--- src/rtl/qmrp_pkg.sv ---
// Shared constants for the quaternion to MRP converter.
`default_nettype none
package qmrp_pkg;
  localparam int DEFAULT_COMPONENT_WIDTH = 16;
  localparam int GUARD_BITS = 8;
endpackage
`default_nettype wire

--- src/rtl/qmrp_div.sv ---
// Three-lane pipelined restoring divider sharing one divisor, one bit per stage.
`default_nettype none
module qmrp_div import qmrp_pkg::*; #(
  parameter int W      = DEFAULT_COMPONENT_WIDTH,
  parameter int G      = GUARD_BITS,
  parameter int SIDE_W = 5
) (
  input  wire logic                     clk,
  input  wire logic                     rst_n,
  input  wire logic                     in_valid,
  output logic                          in_ready,
  input  wire logic [W+G:0]             in_d,
  input  wire logic [2:0][W-1:0]        in_m,
  input  wire logic [SIDE_W-1:0]        in_side,
  output logic                          out_valid,
  input  wire logic                     out_ready,
  output logic [W+G:0]                  out_d,
  output logic [2:0][W-2:0]             out_q,
  output logic [2:0][W+G+1:0]           out_rem,
  output logic [SIDE_W-1:0]             out_side
);
  localparam int DW    = W + G + 1;
  localparam int NQ    = W - 1;
  localparam int REM_W = DW + 1;

  logic [DW-1:0]            d_r    [0:NQ-1];
  logic [2:0][NQ-1:0]       q_r    [0:NQ-1];
  logic [2:0][REM_W-1:0]    rem_r  [0:NQ-1];
  logic [SIDE_W-1:0]        side_r [0:NQ-1];
  logic [NQ-1:0]            vld_r;
  logic [NQ-1:0]            rdy;

  // the upper quotient bits are known zero since D >= m << G: start mid-way
  logic [2:0][REM_W-1:0] rem_start;
  always_comb begin
    for (int l = 0; l < 3; l++) begin
      rem_start[l] = {{(REM_W-W-G+1){1'b0}}, in_m[l], {(G-1){1'b0}}};
    end
  end

  genvar k;
  generate
    for (k = 0; k < NQ; k++) begin : g_stage
      logic [DW-1:0]         d_i;
      logic [2:0][NQ-1:0]    q_i;
      logic [2:0][REM_W-1:0] rem_i;
      logic [SIDE_W-1:0]     side_i;
      logic                  vld_i;
      logic [2:0][REM_W-1:0] rem_nxt;
      logic [2:0]            bit_nxt;

      if (k == 0) begin : g_first
        assign d_i    = in_d;
        assign q_i    = '0;
        assign rem_i  = rem_start;
        assign side_i = in_side;
        assign vld_i  = in_valid;
      end else begin : g_next
        assign d_i    = d_r[k-1];
        assign q_i    = q_r[k-1];
        assign rem_i  = rem_r[k-1];
        assign side_i = side_r[k-1];
        assign vld_i  = vld_r[k-1];
      end

      if (k == NQ - 1) begin : g_last_rdy
        assign rdy[k] = ~vld_r[k] | out_ready;
      end else begin : g_mid_rdy
        assign rdy[k] = ~vld_r[k] | rdy[k+1];
      end

      always_comb begin
        logic [REM_W-1:0] sh;
        for (int l = 0; l < 3; l++) begin
          sh = {rem_i[l][REM_W-2:0], 1'b0};
          bit_nxt[l] = (sh >= {1'b0, d_i});
          rem_nxt[l] = bit_nxt[l] ? (sh - {1'b0, d_i}) : sh;
        end
      end

      always_ff @(posedge clk) begin
        if (!rst_n) begin
          vld_r[k] <= 1'b0;
        end else if (rdy[k]) begin
          vld_r[k] <= vld_i;
        end
      end

      always_ff @(posedge clk) begin
        if (rdy[k] && vld_i) begin
          d_r[k]    <= d_i;
          side_r[k] <= side_i;
          rem_r[k]  <= rem_nxt;
          for (int l = 0; l < 3; l++) begin
            q_r[k][l] <= {q_i[l][NQ-2:0], bit_nxt[l]};
          end
        end
      end
    end
  endgenerate

  assign in_ready  = rdy[0];
  assign out_valid = vld_r[NQ-1];
  assign out_d     = d_r[NQ-1];
  assign out_q     = q_r[NQ-1];
  assign out_rem   = rem_r[NQ-1];
  assign out_side  = side_r[NQ-1];
endmodule
`default_nettype wire

--- config.mk ---
export PLATFORM = sky130hd
export DESIGN_NAME = qmrp_div
export DESIGN_NICKNAME = d
export VERILOG_FILES = /design/src/rtl/qmrp_pkg.sv /design/src/rtl/qmrp_div.sv
export SDC_FILE = /design/constraint.sdc
export NUM_CORES = 2
export LEC_CHECK = 0
export ABC_AREA = 0
export BUFFER_PORTS_ARGS = -buffer_cell sky130_fd_sc_hd__buf_2
export CORE_MARGIN = 2
export CORE_UTILIZATION = 60
export CTS_BUF_LIST = sky130_fd_sc_hd__clkbuf_4 sky130_fd_sc_hd__clkbuf_8 sky130_fd_sc_hd__clkbuf_16
export DETAILED_ROUTE_END_ITERATION = 10
export PLACE_DENSITY = 0.77
export RECOVER_POWER = 25
export REMOVE_ABC_BUFFERS = 1
export SLEW_MARGIN = 20
export SYNTH_ARGS = -nofsm -noshare
export SYNTH_HDL_FRONTEND = slang
export SYNTH_SLANG_ARGS = --single-unit
--- constraint.sdc ---
create_clock -name clk -period 19.1 [get_ports clk]
set_clock_uncertainty 0.15 [all_clocks]
set_input_delay 3.82 -clock clk [delete_from_list [all_inputs] [get_ports clk]]
set_output_delay 3.82 -clock clk [all_outputs]
set_load 0.02 [all_outputs]
# [After elaboration in Yosys (flattened, before gate mapping)]
# Memories as Yosys holds them, arrays and structs flattened.
# Cells that the tools add are included.
# W data, S select, Z words.
[word_totals] inputBits=82 mem_count=4 out_inout_bits=155 regBits=15 mem_bits_rw=2295 word_cells=229
[memory_table] memory="rem_r" words=15 word_bits=78 read_ports=15 rd_ports_with_merged_regs=0 write_ports=15 line_no="qmrp_div.sv:28" source="logic [2:0][REM_W-1:0] rem_r [0:NQ-1];"
[memory_table] memory="q_r" words=15 word_bits=45 read_ports=15 rd_ports_with_merged_regs=0 write_ports=15 line_no="qmrp_div.sv:27" source="logic [2:0][NQ-1:0] q_r [0:NQ-1];"
[memory_table] memory="d_r" words=15 word_bits=25 read_ports=15 rd_ports_with_merged_regs=0 write_ports=15 line_no="qmrp_div.sv:26" source="logic [DW-1:0] d_r [0:NQ-1];"
[memory_table] memory="side_r" words=15 word_bits=5 read_ports=15 rd_ports_with_merged_regs=0 write_ports=15 line_no="qmrp_div.sv:29" source="logic [SIDE_W-1:0] side_r [0:NQ-1];"
[op_classes] reduce_logical=15 add_sub_neg=45 muxes=75 order_cmp=45 bitwise_logic=30
[ops] op="$mux W26" count=45
[ops] op="$ge A26 B25 Y1" count=42
[ops] op="$sub A26 B25 Y26" count=42
[ops] op="$sub A24 B25 Y26" count=3
[ops] op="$ge A24 B25 Y1" count=3
[ops] op="$mux W1" count=30
[ops] op="$logic_and A1 B1 Y1" count=15
[ops] op="$not A1 Y1" count=15
[ops] op="$or A1 B1 Y1" count=15

# [Longest topological paths before layout]
[logic_depth] word_depth=19 ltp_mapped=15 mapped_depth_nobuf=12

# [Worst setup path before layout]
# Ideal clock, no wire load.
[synth_timing] path_kind="input port to flip-flop" start="input port out_ready" end="memory d_r[1][125] (netlist bit) (enable)" arrival_time_ns=14.519 path_buffers=0 setup_time_ns=0.878 cell_stages=2 slack_ns=3.553 required_time_ns=18.072 path_cell_list="nor2b_1 a21boi_0"
[synth_lines] item="start, declared" line_no="qmrp_div.sv:16" source="input wire logic out_ready,"
[synth_lines] item="end, declared" line_no="qmrp_div.sv:26"

# [Final worst setup path]
[layout_timing] start="input port out_ready" end="output port in_ready"
[layout_between] elab_chain_len=15
[layout_lines] item="$or A1 B1 Y1" line_no="qmrp_div.sv:67" source="assign rdy[k] = ~vld_r[k] | out_ready;"
[layout_lines] item="$or A1 B1 Y1 (14 in series)" line_no="qmrp_div.sv:69" source="assign rdy[k] = ~vld_r[k] | rdy[k+1];"
[layout_lines] item="end, declared" line_no="qmrp_div.sv:11" source="output logic in_ready,"
# No other way between the ends.

==> impl_metrics.json <==
{
  "outcome": "complete, but fails checks",
  "violations": "max-capacitance violations, max-slew violations",
  "hold_depth": 0,
  "final_common_cell": "edfxtp_1",
  "ys.flop_type": "edfxtp_1",
  "synth_compound_area_share_pct": 17.32,
  "layout-drive-gt1-share_pct": 8.612,
  "antenna_found_initial": 20,
  "wl_per_cell_um": 26.37,
  "grt_pass1_wl_mm": 570.8,
  "die_w_um": 459.6,
  "rr_startpoint": "d_r[1][84]",
  "slowest_delay_ps": 480,
  "hold_viol_final": 0,
  "fin_tns_setup_ps": 0,
  "syn_area_sq_um": 124600,
  "synthMuxAreaShare_pct": 3.326,
  "path_cells": "buf_2 -> nor2b_1 -> nand3_1 -> nor2_1 -> and3_1 -> and3_1 -> and2_1 -> and3_1 -> and3_1 -> nand2_1 -> buf_2",
  "max_freq_ghz": 0.09125,
  "drv_slew": 283,
  "r2r_slack_ps": 13420,
  "via_count": 96610,
  "cts_made_buffers": 202,
  "min_period_ps": 10960,
  "synthTopCellsByArea": "edfxtp_1 (47%), ha_1 (11%), a21oi_1 (4.0%)",
  "slowest_stage": "nor2b_1",
  "drt-pass1-iter-count": 9,
  "yosysTopAreaCell": "edfxtp_1",
  "hp-class": "flop to flop",
  "synth_edf_count": 1938,
  "grt-ovfl-total": 0,
  "cts_buffer_depth": 3,
  "yosys.area_share.simple_pct": 11.69,
  "critical_path_required_ps": 15130,
  "cts_tree": "done",
  "async_flop_share_pct": 0,
  "synth_cell_types": 100,
  "rsz0062_at_grt": "no",
  "port_buffers": 236,
  "synth_seq_cells": 1953,
  "grt_pass1_vias": 89670,
  "clk_pin_slew_ps": 60,
  "cts_setup_buffers": 0,
  "post_cts_resized": 0,
  "synth_area_per_cell_sq_um": 10.60,
  "setup_viol_count_final": 0,
  "synth_xor_area_share_pct": 5.871,
  "clock-root-buffer": "clkbuf_16",
  "synth_top_family_by_area": "compound AO/OA/AOI/OAI gates",
  "core_area_sq_um": 206700,
  "reg2reg_depth": 12,
  "dieArea_sq_um": 211300,
  "drv_cap": 9,
  "fin_crit_sh_pct": 57.38,
  "num_rows": 167,
  "vias_per_cell": 6.483,
  "hp-start": "q_r[0][165]",
  "ios": 237,
  "arrival_ps": 6990,
  "die_h_um": 459.6,
  "ant_nets": 0,
  "place_hpwl_mm": 312.8,
  "holdWs_ps": 217.9,
  "layout_common_cells": "edfxtp_1 (1,938), ha_1 (1,099), a21oi_1 (1,003)",
  "clock_latency_ps": 890,
  "cp_num_buf_inv": 2,
  "tightest_slew_ps": 1952,
  "dp.cells": 14510,
  "hold_buffers": 0,
  "layoutNonFillerInstCount": 14900,
  "drt_iter0_markers": 12530,
  "crit_top_cell": "and3_1",
  "yosysSeqAreaShare_pct": 46.96,
  "peakVddDrop_v": 0.0001038,
  "p_leak_nw": 53.59,
  "yosys_warnings": 0,
  "end_kind": "output port",
  "track_usage_pct": 36.34,
  "synth_top_cell_area_share_pct": 46.72,
  "grt_max_degree": 114,
  "synth_fa_ha_area_share_pct": 11.71,
  "max_slew_margin_pct": -31.87,
  "nNetsFinal": 13240,
  "cp-start-kind": "primary input",
  "area_delta_synth_final_pct": 9.021,
  "crit_family": "simple AND/OR/NAND/NOR gates",
  "hold_end": "q_r[0][211]",
  "initial_core_util_pct": 60.28,
  "gp_congestion": 1.011,
  "crit_type": "primary input to output port",
  "power_density_nw_per_um2": 72.01,
  "drc": 0,
  "htree_levels": 4,
  "syn_inst": 11760,
  "drt-total-wl_mm": 393.0,
  "numClockSinks": 1953,
  "fillerInstances": 15930,
  "worstPathMaxFanout": 6,
  "r2r_end": "rem_r[1][366]"
}
==> how the worst max path moves through the flow <==
stage,slack (ps),start,depth (start not counted),endpoint
after CTS,8020,out_ready,11,in_ready
after global placement,8410,out_ready,11,in_ready
after detailed placement,8240,out_ready,11,in_ready
final,8140,out_ready,11,in_ready
after global routing,7970,out_ready,11,in_ready
after floorplan,3550,out_ready,2,d_r[1][125]
==> area by class of cell <==
class                           count  area, sq um  share of cell area, %
Sequential cell                  1953        58500                  43.08
Tap cell                         2704         3383                  2.491
Clock buffer                      229         5258                  3.872
Antenna cell                        7        17.52                0.01290
Clock inverter                    152         1982                  1.459
Inverter                          712         2673                  1.968
Timing Repair Buffer              309         1695                  1.248
Multi-Input combinational cell   8837        62290                  45.87
==> per-layer routing <==
layer  track usage, %  vias to the layer above  part of all wire [%]
li1                 -                    44370                     -
met1            50.24                    46490                    41
met2            56.90                     4851                    45
met3            6.405                      883                   9.5
met4            14.55                       14                   4.6
met5                0                        -                 0.024
==> power by group <==
group	switching (mW)	total, mW	leakage (nW)	internal (mW)
Combinational	0.457	0.731	32.6	0.274
Sequential	0.0497	4.80	17.5	4.75
Clock	1.81	4.25	3.52	2.45
Total	2.31	9.78	53.6	7.47
==> stage by stage <==
step / power, mW / instance area, sq um / worst slack, ps / utilization (%)
floorplan: 5.369 / 123400 / 3553 / -
global placement: 5.588 / 128800 / 8412 / 62.31
detailed placement: 5.599 / 128800 / 8243 / 62.31
CTS: 9.817 / 136000 / 8024 / 65.81
global route: 10.06 / 135800 / 7969 / 65.71
finish: 9.778 / 135800 / 8141 / 65.71
==> synthesized netlist by cell type (88+ instances only) <==
library cell	number
nand2_1	906
mux2_2	339
o21bai_1	88
nand2b_1	167
and3_1	106
a21oi_1	1003
nor2_1	802
clkbuf_1	150
nand4_1	147
nor2b_1	175
xnor2_1	474
xor2_1	361
a21o_1	456
o21a_1	165
inv_1	711
nor3_1	217
edfxtp_1	1938
o21ai_0	926
o31ai_1	98
nand3_1	183
ha_1	1099
==> cells by family (layout without fill, tap and decap cells) <==
kind of cell | after synthesis | count (layout)
AOI/OAI and AO/OA | 3446 | 3446
xor gates and xnor gates | 835 | 835
adders and majority gates | 1141 | 1141
buffers and inverters | 967 | 1402
DFF | 1953 | 1953
muxes | 371 | 371
other | 1 | 10
and+or+nand+nor | 3041 | 3041
==> sequential cells by signal, indices dropped and copies added, names as in the netlist <==
| register | cells |
|---|---|
| out_valid | 1 |
| q_r | 360 |
| side_r | 75 |
| d_r | 375 |
| rem_r | 1128 |
| g_stage.vld_i | 14 |
(Power assumes the default switching activity.)
