==> src/rtl/qmrp_pkg.sv <==
// Shared constants for the quaternion to MRP converter.
`default_nettype none
package qmrp_pkg;
  localparam int DEFAULT_COMPONENT_WIDTH = 16;
  localparam int GUARD_BITS = 8;
endpackage
`default_nettype wire

==> src/rtl/qmrp_sqrt.sv <==
// Pipelined restoring integer square root, one result bit per stage.
`default_nettype none
module qmrp_sqrt import qmrp_pkg::*; #(
  parameter int W      = DEFAULT_COMPONENT_WIDTH,
  parameter int G      = GUARD_BITS,
  parameter int SIDE_W = 8
) (
  input  wire logic               clk,
  input  wire logic               rst_n,
  input  wire logic               in_valid,
  output logic                    in_ready,
  input  wire logic [2*W:0]       in_sum,
  input  wire logic [SIDE_W-1:0]  in_side,
  output logic                    out_valid,
  input  wire logic               out_ready,
  output logic [W+G:0]            out_root,
  output logic [SIDE_W-1:0]       out_side
);
  localparam int NR    = W + G + 1;
  localparam int RAD_W = 2 * NR;
  localparam int REM_W = NR + 3;

  logic [RAD_W-1:0]  rad_r  [0:NR-1];
  logic [NR-1:0]     root_r [0:NR-1];
  logic [REM_W-1:0]  rem_r  [0:NR-1];
  logic [SIDE_W-1:0] side_r [0:NR-1];
  logic [NR-1:0]     vld_r;
  logic [NR-1:0]     rdy;

  logic [RAD_W-1:0] rad_in;
  assign rad_in = {1'b0, in_sum, {(2*G){1'b0}}};

  genvar k;
  generate
    for (k = 0; k < NR; k++) begin : g_stage
      localparam int PI = NR - 1 - k;
      logic [RAD_W-1:0]  rad_i;
      logic [NR-1:0]     root_i;
      logic [REM_W-1:0]  rem_i;
      logic [SIDE_W-1:0] side_i;
      logic              vld_i;
      logic [REM_W-1:0]  rem_sh;
      logic [REM_W-1:0]  trial;
      logic              ge;

      if (k == 0) begin : g_first
        assign rad_i  = rad_in;
        assign root_i = '0;
        assign rem_i  = '0;
        assign side_i = in_side;
        assign vld_i  = in_valid;
      end else begin : g_next
        assign rad_i  = rad_r[k-1];
        assign root_i = root_r[k-1];
        assign rem_i  = rem_r[k-1];
        assign side_i = side_r[k-1];
        assign vld_i  = vld_r[k-1];
      end

      if (k == NR - 1) begin : g_last_rdy
        assign rdy[k] = ~vld_r[k] | out_ready;
      end else begin : g_mid_rdy
        assign rdy[k] = ~vld_r[k] | rdy[k+1];
      end

      // bring down the next radicand bit pair and try the new root bit
      assign rem_sh = {rem_i[REM_W-3:0], rad_i[2*PI+1 -: 2]};
      assign trial  = {1'b0, root_i, 2'b01};
      assign ge     = (rem_sh >= trial);

      always_ff @(posedge clk) begin
        if (!rst_n) begin
          vld_r[k] <= 1'b0;
        end else if (rdy[k]) begin
          vld_r[k] <= vld_i;
        end
      end

      always_ff @(posedge clk) begin
        if (rdy[k] && vld_i) begin
          rad_r[k]  <= rad_i;
          side_r[k] <= side_i;
          root_r[k] <= {root_i[NR-2:0], ge};
          rem_r[k]  <= ge ? (rem_sh - trial) : rem_sh;
        end
      end
    end
  endgenerate

  assign in_ready  = rdy[0];
  assign out_valid = vld_r[NR-1];
  assign out_root  = root_r[NR-1];
  assign out_side  = side_r[NR-1];
endmodule
`default_nettype wire

==> config.mk <==
export PLATFORM = sky130hd
export DESIGN_NAME = qmrp_sqrt
export DESIGN_NICKNAME = d
export VERILOG_FILES = /design/src/rtl/qmrp_pkg.sv /design/src/rtl/qmrp_sqrt.sv
export SDC_FILE = /design/constraint.sdc
export NUM_CORES = 2
export LEC_CHECK = 0
export BUFFER_PORTS_ARGS = -buffer_cell sky130_fd_sc_hd__buf_2
export CORE_ASPECT_RATIO = 0.8
export CORE_MARGIN = 2
export CORE_UTILIZATION = 30
export CTS_CLUSTER_DIAMETER = 120
export DETAILED_ROUTE_END_ITERATION = 8
export PLACE_DENSITY_LB_ADDON = 0.3
export SLEW_MARGIN = 5
export SYNTH_ARGS = -nofsm -noshare
export SYNTH_HDL_FRONTEND = slang
export SYNTH_SLANG_ARGS = --single-unit
==> constraint.sdc <==
create_clock -name clk -period 6.83 [get_ports clk]
set_input_delay 1.0245 -clock clk [delete_from_list [all_inputs] [get_ports clk]]
set_output_delay 1.0245 -clock clk [all_outputs]
set_load 0.01 [all_outputs]
[After elaboration in Yosys (flattened, before gate mapping)]
Memory sizes are Yosys's and may differ from the RTL's.
Cells that the tools add are included.
Storage, ports and cells
  flip-flop bits (word level): 25
  memories: 4
  ROM bits: 0
  RAM bits: 2775
  latch bits: 0
Memory list
  rad_r: depth 25, bits a word 50, read ports 24, clocked after Yosys merged registers in 0, wr ports 25, line qmrp_sqrt.sv:23  | logic [RAD_W-1:0] rad_r [0:NR-1];
  rem_r: depth 25, bits a word 28, read ports 24, clocked after Yosys merged registers in 0, wr ports 25, line qmrp_sqrt.sv:25  | logic [REM_W-1:0] rem_r [0:NR-1];
  root_r: depth 25, bits a word 25, read ports 25, clocked after Yosys merged registers in 0, wr ports 25, line qmrp_sqrt.sv:24  | logic [NR-1:0] root_r [0:NR-1];
  side_r: depth 25, bits a word 8, read ports 25, clocked after Yosys merged registers in 0, wr ports 25, line qmrp_sqrt.sv:26  | logic [SIDE_W-1:0] side_r [0:NR-1];
Operators by class
  shift-type cells: 0
  reduce and logical (&&, ||, !) cells: 25
  multiplexer cells: 75
  bitwise gates (word level): 50
  equal/unequal tests: 0
  div/mod/pow operators: 0
  add/sub/neg operators: 25
  $mul: 0
  $lt $le $gt $ge: 25
Operators with widths (number)
  2-to-1 mux 28 bit: 25
  greater-or-equal comparator 28 x 27 -> 1 bit: 24
  subtractor 28 x 27 -> 28 bit: 24
  2-to-1 mux 1 bit: 50
  logical AND 1 bit: 25
  inverter 1 bit: 25
  OR 1 bit: 25
  subtractor 1 x 1 -> 2 bit, second input constant: 1
  greater-or-equal comparator 1 bit, second input constant: 1

[Depth between registers and ports, before layout]
  word-level depth: 29
  gate-level depth with buffers: 13
  gate-level depth less buffers: 12

[Worst setup path after synthesis]
OpenSTA, ideal clock, no wires.
  path kind: input port to flip-flop
  start: input out_ready
  end: memory rad_r[0][266] (netlist name), enable pin
  data required time: 6.253 ns
  arrival: 6.238 ns
  cell stages on the path: 6
  setup slack: 0.015 ns
  setup time: 0.577 ns
  path through: nor2b_1 and3_1 and3_1 nand2_1 nor4_1 a21boi_0
RTL lines
  start: declaration: line qmrp_sqrt.sv:15  | input wire logic out_ready,
  end: declaration: line qmrp_sqrt.sv:23

[Final worst setup path]
  start: input out_ready
  end: output in_ready
Between the ends
  cells in the longest elaborated chain, start to end: 25
Ends and longest elaborated chain
  OR 1 bit: line qmrp_sqrt.sv:61  | assign rdy[k] = ~vld_r[k] | out_ready;
  OR 1 bit (24 in series): line qmrp_sqrt.sv:63  | assign rdy[k] = ~vld_r[k] | rdy[k+1];
  end: declaration: line qmrp_sqrt.sv:11  | output logic in_ready,
No other way between the ends.

==> impl_summary.txt <==
----------------------------------------------------
[Drt]
  First-pass detailed-route iteration total ... 5
  Routed len/inst ... 15.5 um
  Number of vias after detailed routing ... 38425
  Post-route ant nets ... 0
  Starting DRC count in detailed routing ... between 2000 and 3000
  Detailed Route WL ... 128000 um
  Drc violations ... 0
  Per-cell via count in the routed design ... 4.66

[Timing]
  Worst hold slack across all endpoints ... 0.354 ns
  Max-slew violations ... 0
  Post-route clock skew ... between 0.07 and 0.08 ns
  Hold Violations, Final ... 0
  Part of the cycle the worst path needs ... 78.3%
  Max Clk Rate ... 187 MHz
  Final setup violating endpoints ... 0
  Unrepaired setup endpoints after global routing ... no
  Headroom to the max-slew limit ... 24.7%
  Least-Margin Pin Slew ... 1.12 ns
  Crit path time final ... 5.35 ns
  Post-route setup TNS ... 0 ns

[Power]
  IR drop worst, VDD ... 0.000221 V
  Pwr Density ... 235 mW/mm^2
  Total power of the final layout ... around 18 mW
  Leakage power ... 26.4 nW

[Synthesis]
  Top area cells in the synthesized netlist ... edfxtp_1 63%, ha_1 6.4%, xnor2_1 3.3%, xor2_1 2.6%, inv_1 2.5%
  Fraction of synthesis flops using an asynchronous set or reset pin ... 0%
  Synth top cells by count ... 1374 x edfxtp_1, 437 x inv_1, 335 x ha_1
  Top-count cell post-synth ... edfxtp_1
  Post-Synthesis Cells ... 5067
  Synth Warn # ... 0
  Area share of the largest cell type after synthesis ... 63.0%
  Area of the mapped netlist ... 0.0655 mm^2
  Synthesized area per cell ... about 13 um^2
  Sequential share of the synthesized area ... around 64%
  Post-synth top flop ... edfxtp_1
  Flop and latch count out of synthesis ... 1399
  Number of synthesized flops with an enable pin ... 1374
  Post-synth net total ... roughly 5500
  Distinct cell type count of the synthesized netlist ... 87
  Largest area contributor in the synthesized netlist ... edfxtp_1

[Place]
  Final RePlAce weighted congestion ... around 0.85
  Port Buf Inserts ... 79
  Placed wire-length estimate after detailed placement ... 93400 um

[Clocking]
  Clock tree buffer depth ... 4
  TritonCTS clock tree ... built
  # clock sinks ... 1399
  PostCTS Resize Cnt ... 0
  Number of clock buffers inserted by TritonCTS ... between 150 and 200
  Post-cts hold buffer count ... 0
  H-tree level count ... 4
  Number of setup buffers added after CTS ... 0
  Clock latency reported for the late side of the worst-skew pair ... 0.81 ns
  Clock-pin transition on the worst setup and hold timing paths ... ~0.060 ns
  Cell chosen for the clock root ... clkbuf_16

[Layout]
  Fill count ... 21149
  Share of cells above drive strength 1 ... 9.27%
  Area growth from synthesis to layout ... 13.8%
  Sequential Area ... ~0.042 mm^2
  Layout Nets ... 5650
  Area used by multi-input combinational logic ... between 0.02 and 0.025 mm^2
  Antenna cell count ... 0

[Critical path]
  Stage delay of the slowest cell on the critical path ... 0.82 ns
  Required time at the endpoint of the critical path ... 5.81 ns
  Worst reg2reg path endpoint ... rem_r[2][189]
  Worst reg2reg setup slack ... 1.98 ns
  Slowest CP cell ... nor4_2
  Critical path, cell by cell ... buf_2 -> nor2b_1 -> and3_1 -> and3_1 -> nand2_1 -> nor4_2 -> buf_4 -> nand4_1 -> nor2_1 -> inv_1 -> buf_2
  Maximum fanout count along the critical path ... 5
  Startpoint class of the critical path ... input pin
  Critical Setup Path Class ... input pin to primary output
  Crit end category ... primary output
  R2R Path Start ... rem_r[2][140]
  Top delay family on crit path ... simple AND/OR/NAND/NOR gates
  CP startpoint ... out_ready
  Worst-case reg-to-reg path depth ... 11
  Worst path buffer plus inverter count ... 4
  Arrival time at the worst endpoint ... around 4.3 ns

[Run]
  Number of max-cap violations ... 0

[Worst hold path]
  Endpoint with the worst hold slack ... rad_r[0][379]
  Worst Hold Launch ... rad_r[0][329]
  Type of the tightest min-delay check ... flop to flop
  WHS Path Cells ... 0

[Floorplanning]
  Core box area ... 0.217 mm^2
  Floorplan die height ... 422 um
  Area enclosed by the die boundary ... approximately 0.22 mm^2
  Starting Density ... a little under a third
  Num rows ... 153
  I/O pin count ... 80
  Floorplan die width ... 526 um

[GRT]
  Initial antenna violation count ... 10
  Maximum number of pins on one net before global-route repair ... 66
  Sum of overflow across all layers after global routing ... 0
  Global-route wire length before repair ... 204000 um
  Overall track demand over capacity in global routing ... 11.3%
  Number of global-route vias before repair ... about 37000

[Outcome]
  Outcome ... complete, no violations

----------------------------------------------------
-- metrics by stage --
stage               area, um^2  std cells  setup WS (ns)  utilization [%]
floorplan                65500       5067         0.0152                -
global placement         69600       7977           1.13             32.1
detailed placement       69600       7977           1.13             32.1
CTS                      74500       8239           1.11             34.3
global route             74500       8239           1.31             34.3
finish                   74500       8239           1.48             34.3
-- worst max-delay path by stage --
| stage | to | cells past startpoint |
|---|---|---|
| 2_1_floorplan | rad_r[0][266] | 6 |
| 3_3_place_gp | in_ready | 11 |
| 3_5_place_dp | in_ready | 11 |
| 4_1_cts | in_ready | 11 |
| 5_1_grt | in_ready | 10 |
| 6_report | in_ready | 11 |
-- registers in the layout, indices dropped and copies added, names as in the netlist --
register / count
rad_r: 284
root_r: 313
g_stage.vld_i: 24
side_r: 200
rem_r: 577
out_valid: 1
-- cell type report --
type | count | area share (%)
multi-input cells | 3157 | 29.5
well taps | 2867 | 4.82
clock buffers | 183 | 5.38
repair buffers | 115 | 0.894
inverters | 439 | 2.21
clock inverters | 79 | 1.11
flip-flops and latches | 1399 | 56.1
-- cell families (layout without fill, tap and decap cells) --
| group | count (synthesis) | count (layout) | synth area share (%) |
|---|---|---|---|
| adder cells (fa/ha/maj) | 342 | 342 | 6.62 |
| flip-flops | 1399 | 1399 | 63.8 |
| buffers and inverters | 511 | 816 | 2.97 |
| other | 1 | 1 | 0.00573 |
| AO/OA/AOI/OAI | 962 | 962 | 9.20 |
| AND/OR/NAND/NOR | 1326 | 1326 | 10.0 |
| XOR/XNOR | 441 | 441 | 5.90 |
| multiplexers | 85 | 85 | 1.45 |
-- report_power, final --
group / total, mW / leakage [nW] / switching [mW] / internal, mW
clock network: 8.02 / 2.33 / 3.31 / 4.71
logic: 0.115 / 11.6 / 0.0700 / 0.0446
registers: 9.39 / 12.5 / 0.0248 / 9.37
-- routing by layer --
| layer | global-route usage [%] | up-vias | share of wire [%] |
|---|---|---|---|
| li1 | - | 19105 | - |
| met1 | 17.2 | 18364 | 51 |
| met2 | 16.7 | 775 | 43 |
| met3 | 1.79 | 181 | 4.4 |
| met4 | 2.84 | 0 | 2.0 |
| met5 | 0 | - | 0 |
-- worst register-to-register path: cells and delay by family, from the launching register on --
kind                       cells  cell delay [ns]
AOI/OAI and AO/OA              6             2.27
adders and majority gates      2             0.71
buffers and inverters          1             0.57
DFF                            1             0.48
muxes                          1             0.46
and+or+nand+nor                1             0.11
-- cell usage in the layout (no fill, tap or decap), types with 27 or more instances in the layout --
cell type,Yosys,routed
nor2b_1,64,51
mux2_2,81,81
o31ai_1,38,38
o21ai_0,263,263
edfxtp_1,1374,1374
nor3_1,137,135
inv_1,437,437
or2_2,32,32
o21bai_1,27,27
buf_4,1,36
or4_1,37,37
nand2b_1,67,67
nor4_1,62,61
xor2_1,197,197
clkbuf_16,0,155
a21oi_1,275,274
a211oi_1,27,27
buf_2,18,79
ha_1,335,335
o21a_1,80,80
xnor2_1,244,244
or3_1,53,53
nand2_1,333,333
nand3_1,74,74
nor2_1,330,329
a21o_1,56,56
nand4_1,31,31
Power figures use the tool's default switching activity.
